===== src/lzwd_pkg.sv =====
// Shared constants, types and control structs for the LZW code decoder.
package lzwd_pkg;

  localparam int CODE_BITS  = 12;
  localparam int DICT_DEPTH = 1 << CODE_BITS;
  localparam int NF_BITS    = CODE_BITS + 1;
  localparam int MAX_PHRASE = 64;
  localparam int LEN_BITS   = 7;
  localparam int SP_BITS    = $clog2(MAX_PHRASE);
  localparam int BYTE_BITS  = 8;
  localparam int LIT_CODES  = 1 << BYTE_BITS;
  localparam int IN_TDATA_W = ((CODE_BITS + 7) / 8) * 8;

  typedef struct packed {
    logic [CODE_BITS-1:0] parent;
    logic [BYTE_BITS-1:0] suffix;
    logic [LEN_BITS-1:0]  len;
  } dict_entry_t;

  localparam int ENTRY_BITS = $bits(dict_entry_t);

  typedef enum logic [3:0] {
    ST_IDLE,
    ST_CLASSIFY,
    ST_LEN_CHK,
    ST_WALK,
    ST_FIRST,
    ST_APPEND,
    ST_PRIME,
    ST_EMIT,
    ST_ERR
  } state_e;

  typedef enum logic [1:0] {
    NODE_HOLD,
    NODE_CODE,
    NODE_PREV,
    NODE_PARENT
  } node_sel_e;

  typedef enum logic [1:0] {
    LEN_HOLD,
    LEN_ONE,
    LEN_PREV,
    LEN_ENTRY
  } len_sel_e;

  typedef struct packed {
    logic      capture;
    node_sel_e node_sel;
    len_sel_e  len_sel;
    logic      walk_step;
    logic      finish;
    logic      append;
    logic      emit_start;
    logic      emit_step;
    logic      err_out;
  } ctrl_t;

  typedef struct packed {
    logic in_dict;
    logic code_lit;
    logic kwk_ok;
    logic prev_len_one;
    logic entry_bad;
    logic entry_one;
    logic pos_two;
    logic out_free;
    logic emit_last;
  } stat_t;

endpackage


===== src/lzwd_ctrl.sv =====
// Controller state machine for the LZW code decoder.
module lzwd_ctrl (
  input  logic           clk_i,
  input  logic           rst_ni,
  input  logic           in_valid_i,
  output logic           in_ready_o,
  input  lzwd_pkg::stat_t stat_i,
  output lzwd_pkg::ctrl_t ctrl_o
);
  import lzwd_pkg::*;

  state_e state_q, state_d;
  logic   kwk_q, kwk_d;

  always_ff @(posedge clk_i or negedge rst_ni) begin
    if (!rst_ni) begin
      state_q <= ST_IDLE;
      kwk_q   <= 1'b0;
    end else begin
      state_q <= state_d;
      kwk_q   <= kwk_d;
    end
  end

  always_comb begin
    state_d    = state_q;
    kwk_d      = kwk_q;
    in_ready_o = 1'b0;
    ctrl_o     = '0;
    ctrl_o.node_sel = NODE_HOLD;
    ctrl_o.len_sel  = LEN_HOLD;
    case (state_q)
      ST_IDLE: begin
        in_ready_o     = 1'b1;
        ctrl_o.capture = in_valid_i;
        if (in_valid_i) begin
          state_d = ST_CLASSIFY;
        end
      end
      ST_CLASSIFY: begin
        kwk_d = 1'b0;
        if (stat_i.in_dict) begin
          ctrl_o.node_sel = NODE_CODE;
          if (stat_i.code_lit) begin
            ctrl_o.len_sel = LEN_ONE;
            state_d        = ST_FIRST;
          end else begin
            state_d = ST_LEN_CHK;
          end
        end else if (stat_i.kwk_ok) begin
          ctrl_o.node_sel = NODE_PREV;
          ctrl_o.len_sel  = LEN_PREV;
          kwk_d           = 1'b1;
          state_d         = stat_i.prev_len_one ? ST_FIRST : ST_WALK;
        end else begin
          state_d = ST_ERR;
        end
      end
      ST_LEN_CHK: begin
        if (stat_i.entry_bad) begin
          state_d = ST_ERR;
        end else begin
          ctrl_o.len_sel = LEN_ENTRY;
          state_d        = stat_i.entry_one ? ST_FIRST : ST_WALK;
        end
      end
      ST_WALK: begin
        ctrl_o.walk_step = 1'b1;
        ctrl_o.node_sel  = NODE_PARENT;
        if (stat_i.pos_two) begin
          state_d = ST_FIRST;
        end
      end
      ST_FIRST: begin
        ctrl_o.finish = 1'b1;
        state_d       = kwk_q ? ST_APPEND : ST_PRIME;
      end
      ST_APPEND: begin
        ctrl_o.append = 1'b1;
        state_d       = ST_PRIME;
      end
      ST_PRIME: begin
        ctrl_o.emit_start = 1'b1;
        state_d           = ST_EMIT;
      end
      ST_EMIT: begin
        if (stat_i.out_free) begin
          ctrl_o.emit_step = 1'b1;
          if (stat_i.emit_last) begin
            state_d = ST_IDLE;
          end
        end
      end
      ST_ERR: begin
        if (stat_i.out_free) begin
          ctrl_o.err_out = 1'b1;
          state_d        = ST_IDLE;
        end
      end
      default: begin
        state_d = ST_IDLE;
      end
    endcase
  end

endmodule


===== config.mk =====
export PLATFORM = sky130hd
export DESIGN_NAME = lzwd_ctrl
export DESIGN_NICKNAME = d
export VERILOG_FILES = /design/src/lzwd_pkg.sv /design/src/lzwd_ctrl.sv
export SDC_FILE = /design/constraint.sdc
export NUM_CORES = 1
export LEC_CHECK = 0
export ABC_AREA = 1
export BUFFER_PORTS_ARGS = -buffer_cell sky130_fd_sc_hd__buf_2
export CORE_AREA = 2 2 39 41
export DETAILED_ROUTE_END_ITERATION = 10
export DIE_AREA = 0 0 41 43
export GPL_TIMING_DRIVEN = 1
export PLACE_DENSITY = 0.7
export SYNTH_ARGS = -nofsm -noshare
export SYNTH_HDL_FRONTEND = slang
export SYNTH_SLANG_ARGS = --single-unit

===== constraint.sdc =====
create_clock -name clk_i -period 1.6 [get_ports clk_i]
set_input_delay 0.4 -clock clk_i [delete_from_list [all_inputs] [get_ports clk_i]]
set_output_delay 0.4 -clock clk_i [all_outputs]
set_load 0.02 [all_outputs]

# Word level (Yosys, flattened, before mapping)
# Cells that the tools add are included.
dict set report totals {
  input_bits 12
  register_bits 5
  output_inout_bits 12
  wordCells 47
}
dict set report op_classes {
  n_eq_ne 13
  muxes 30
  n_reduce_logical 2
}
# op n
set ops {}
lappend ops {{2-to-1 mux 4 bit} 10}
lappend ops {{one-hot mux 4 bit (9 select lines)} 1}
lappend ops {{equality test 4 x 3 -> 1 bit (second input constant)} 4}
lappend ops {{2-to-1 mux 1 bit} 12}
lappend ops {{!= test 2 bit (second input constant)} 5}
lappend ops {{2-to-1 mux 3 bit} 3}
lappend ops {{equality test 4 x 2 -> 1 bit (second input constant)} 2}
lappend ops {{one-hot mux 2 bit (2 select lines)} 2}
lappend ops {{AND reduction 5 bit} 1}
lappend ops {{equality test 4 x 1 -> 1 bit (second input constant)} 1}
lappend ops {{equality test 4 bit (second input constant)} 1}
lappend ops {{zero test 4 bit} 1}
lappend ops {{2-to-1 mux 2 bit} 2}

# Depth between registers and ports, before layout
dict set report logic_depth {
  ltp_word 4
  mapped_depth 8
  depth_no_buf 8
}

# Least setup slack after synthesis
# No wires, ideal clock.
dict set report synth_path {
  path_kind {register -> output}
  start {register state_q[2]}
  end {output ctrl_o[6] (netlist name)}
  required_time_ps 1200
  t_arrival_ps 1278
  path_slack_ps -78
  path_buffers 0
  path_stages_with_launch 4
  cell_sequence {dfrtp_1 nor2_4 nand3_1 o21ai_0}
}
# item line
set synth_lines {}
lappend synth_lines {{from (decl)} lzwd_ctrl.sv:12} ;# state_e state_q, state_d;
lappend synth_lines {{from (signal assigned)} lzwd_ctrl.sv:20} ;# state_q <= state_d;
lappend synth_lines {{to (decl)} lzwd_ctrl.sv:8} ;# output lzwd_pkg::ctrl_t ctrl_o

==> flow_summary.json <==
{
  "outcome": "complete, but fails checks",
  "failed_checks": "setup timing",
  "start_kind": "flop",
  "path_class": "flop to output port",
  "first_global_vias": 605,
  "synthXorXnorAreaFrac": 0,
  "place.gp.congestion": 0.832,
  "die_w_um": 41,
  "max_freq_ghz": 0.574,
  "yosysUniqueCellTypes": 18,
  "grt_max_degree": 6,
  "yosysTopAreaCell": "dfrtp_1",
  "syn_avg_cell_area_um2": 5.62,
  "netlist.area_leader.share": 0.232,
  "drv_slew": 0,
  "cts_buffer_depth": 2,
  "nets": 150,
  "r2r_slack_ns": 0.08,
  "synthFlopType": "dfrtp_1",
  "fin_hold_ws_ns": 0.465,
  "ctsHtreeMaxLevel": 1,
  "power_density_mw_per_mm2": 1920,
  "drc": 0,
  "min_path_cells": 2,
  "wl_per_cell_um": 10.8,
  "crit_start": "state_q[2]",
  "drt.antenna.violating_nets": 0,
  "synth_compound_area_frac": 0.0812,
  "rr_worst_depth": 9,
  "crit_chain": "nor2_4 > buf_4 > nand2_1 > nor2_1 > buf_4",
  "area_growth_pct": 75.6,
  "reg2reg_to": "state_q[0]",
  "vias": 723,
  "instances_no_fill": 153,
  "ys_seq_area_frac": 0.232,
  "hp-class": "input pin to flop",
  "rsz0062_at_grt": "true",
  "synth_fp_nets": 108,
  "synthAdderAreaFrac": 0,
  "synth_common_cells": "27 x nand2_1, 16 x inv_1, 15 x nor2_1, 9 x nand3_1",
  "clk_latency_ns": 0.26,
  "dp_hpwl_um": 1170,
  "drtPass1Iterations": 4,
  "core_area_mm2": 0.00138,
  "required_ns": 1.20,
  "routed_wl_um": 1650,
  "root_buffer": "clkbuf_4",
  "cts.sinks": 5,
  "power_mw": 1.82,
  "tns_ns": -1.11,
  "antenna_cells": 0,
  "slew_headroom": 0.855,
  "max_cap_violations": 0,
  "num-fill-cells": 123,
  "worstPathArrival_ns": 1.34,
  "period_share": 1.09,
  "antenna_found_initial": 0,
  "finalWorstSetupSlack_ns": -0.142,
  "cp-endpoint": "ctrl_o[10]",
  "stdcell_area_um2": 947,
  "grt_pass1_wl_um": 2340,
  "synth_seq_cells": 5,
  "peakVddDrop_mv": 0.909,
  "path_clk_slew_ns": 0.05,
  "grt-ovfl-total": 0,
  "fin_crit_ns": 1.74,
  "setup_viol": 11,
  "cts_tree": "done",
  "synthMuxAreaShare": 0,
  "netlist_instances": 96,
  "detail_route.iter0.violations": 9,
  "cts_made_buffers": 3,
  "drive_gt1_frac": 0.526,
  "crit_top_cell": "buf_4",
  "crit_path_top_delay_cell": "dfrtp_1",
  "ios": 24,
  "r2r_start": "state_q[1]",
  "grtUsageTotal": 0.196,
  "synth-simple-area-share": 0.545,
  "initial_core_util": 0.390,
  "worstMarginPinSlew_ns": 0.215,
  "portBuffers": 23,
  "synth_edf_count": 0,
  "yosys-top-cells-area": "dfrtp_1 23%, nand2_1 19%, inv_1 11%",
  "yosysWarnings": 0,
  "netlist_area_um2": 539,
  "yosysMostFrequentCell": "nand2_1",
  "placed_area_um2": 712,
  "worstSetupEndpointType": "output port",
  "max_stage_delay_ns": 0.41,
  "async_flop_share": 1.00,
  "die_h_um": 43,
  "routed_via_density": 4.73,
  "fp.dieArea_mm2": 0.00176,
  "p_leak_nw": 0.544,
  "final_hold_viol_count": 0,
  "skew_ns": 0.00360,
  "crit_fanout": 5,
  "synth_top_family_by_area": "simple AND/OR/NAND/NOR gates",
  "dp.cells": 140,
  "rows": 14
}
flip-flops by register name, summed over array words and instances (netlist names):
register and count:
state_q 4, kwk_q 1
critical path: cells and delay by family (launching register included):
| kind | cells | cell delay (ns) |
|---|---|---|
| flip-flops | 1 | 0.41 |
| buffers and inverters | 2 | 0.30 |
| AND/OR/NAND/NOR | 3 | 0.37 |
cell families after synthesis:
kind of cell	Yosys count
flip-flops	5
AND/OR/NAND/NOR	63
AO/OA/AOI/OAI	8
buffers and inverters	20
per-layer routing:
| layer | part of all wire | GRT usage | wire, um | vias up |
|---|---|---|---|---|
| met4 | 0.031 | 0.120 | 51 | 0 |
| met2 | 0.54 | 0.328 | 888 | 24 |
| li1 | - | - | - | 376 |
| met3 | 0.040 | 0 | 66 | 5 |
| met5 | 0 | 0 | 0 | - |
| met1 | 0.39 | 0.233 | 645 | 318 |
report_power, final:
part           switching (mW)  leakage (nW)  internal [mW]
Sequential             0.0825        0.0627          0.191
Combinational           0.766         0.463          0.625
Clock                  0.0623        0.0177         0.0910
Total                   0.911         0.544          0.907
metrics by stage:
stage          worst slack (ns)  utilization
3_3_place_gp              0.117        0.514
6_report                 -0.142        0.684
4_1_cts                  -0.133        0.621
5_1_grt                  -0.233        0.684
2_1_floorplan            0.0670            -
3_5_place_dp             0.0786        0.514
cells in the final DEF (no fill, tap or decap), drive strengths merged:
master / count
buf: 36
nand2: 29
nor2: 20
inv: 19
nand3: 11
o21ai: 6
dfrtp: 5
clkbuf: 3
clkinv: 2
o221ai: 1
a21oi: 1
nand4: 1
nor3: 1
or2: 1
dlygate4sd3: 1
worst min-delay path by stage:
| stage | start | to |
|---|---|---|
| 2_1_floorplan | rst_ni | kwk_q |
| 3_3_place_gp | rst_ni | state_q[0] |
| 6_report | stat_i[1] | state_q[3] |
| 3_5_place_dp | rst_ni | state_q[3] |
| 5_1_grt | stat_i[1] | state_q[3] |
| 4_1_cts | stat_i[1] | state_q[3] |
layout make-up:
class,instances,area (um^2),share of cell area
clock buffer,3,22.5,0.0238
clock inverter,1,5.00,0.00528
inverter,20,78.8,0.0832
multi-input combinational,71,400,0.423
sequential,5,126,0.133
tap,16,20.0,0.0211
timing repair buffer,37,294,0.310
repair_timing:
item	CTS	global route
hold endpoints to repair	5	0
hold buffers	1	0
endpoints found under the setup margin	12	12
pin swaps	4	7
buffers inserted	4	4
resized for setup	26	20
Note: power is estimated with default switching activity, not from simulation.
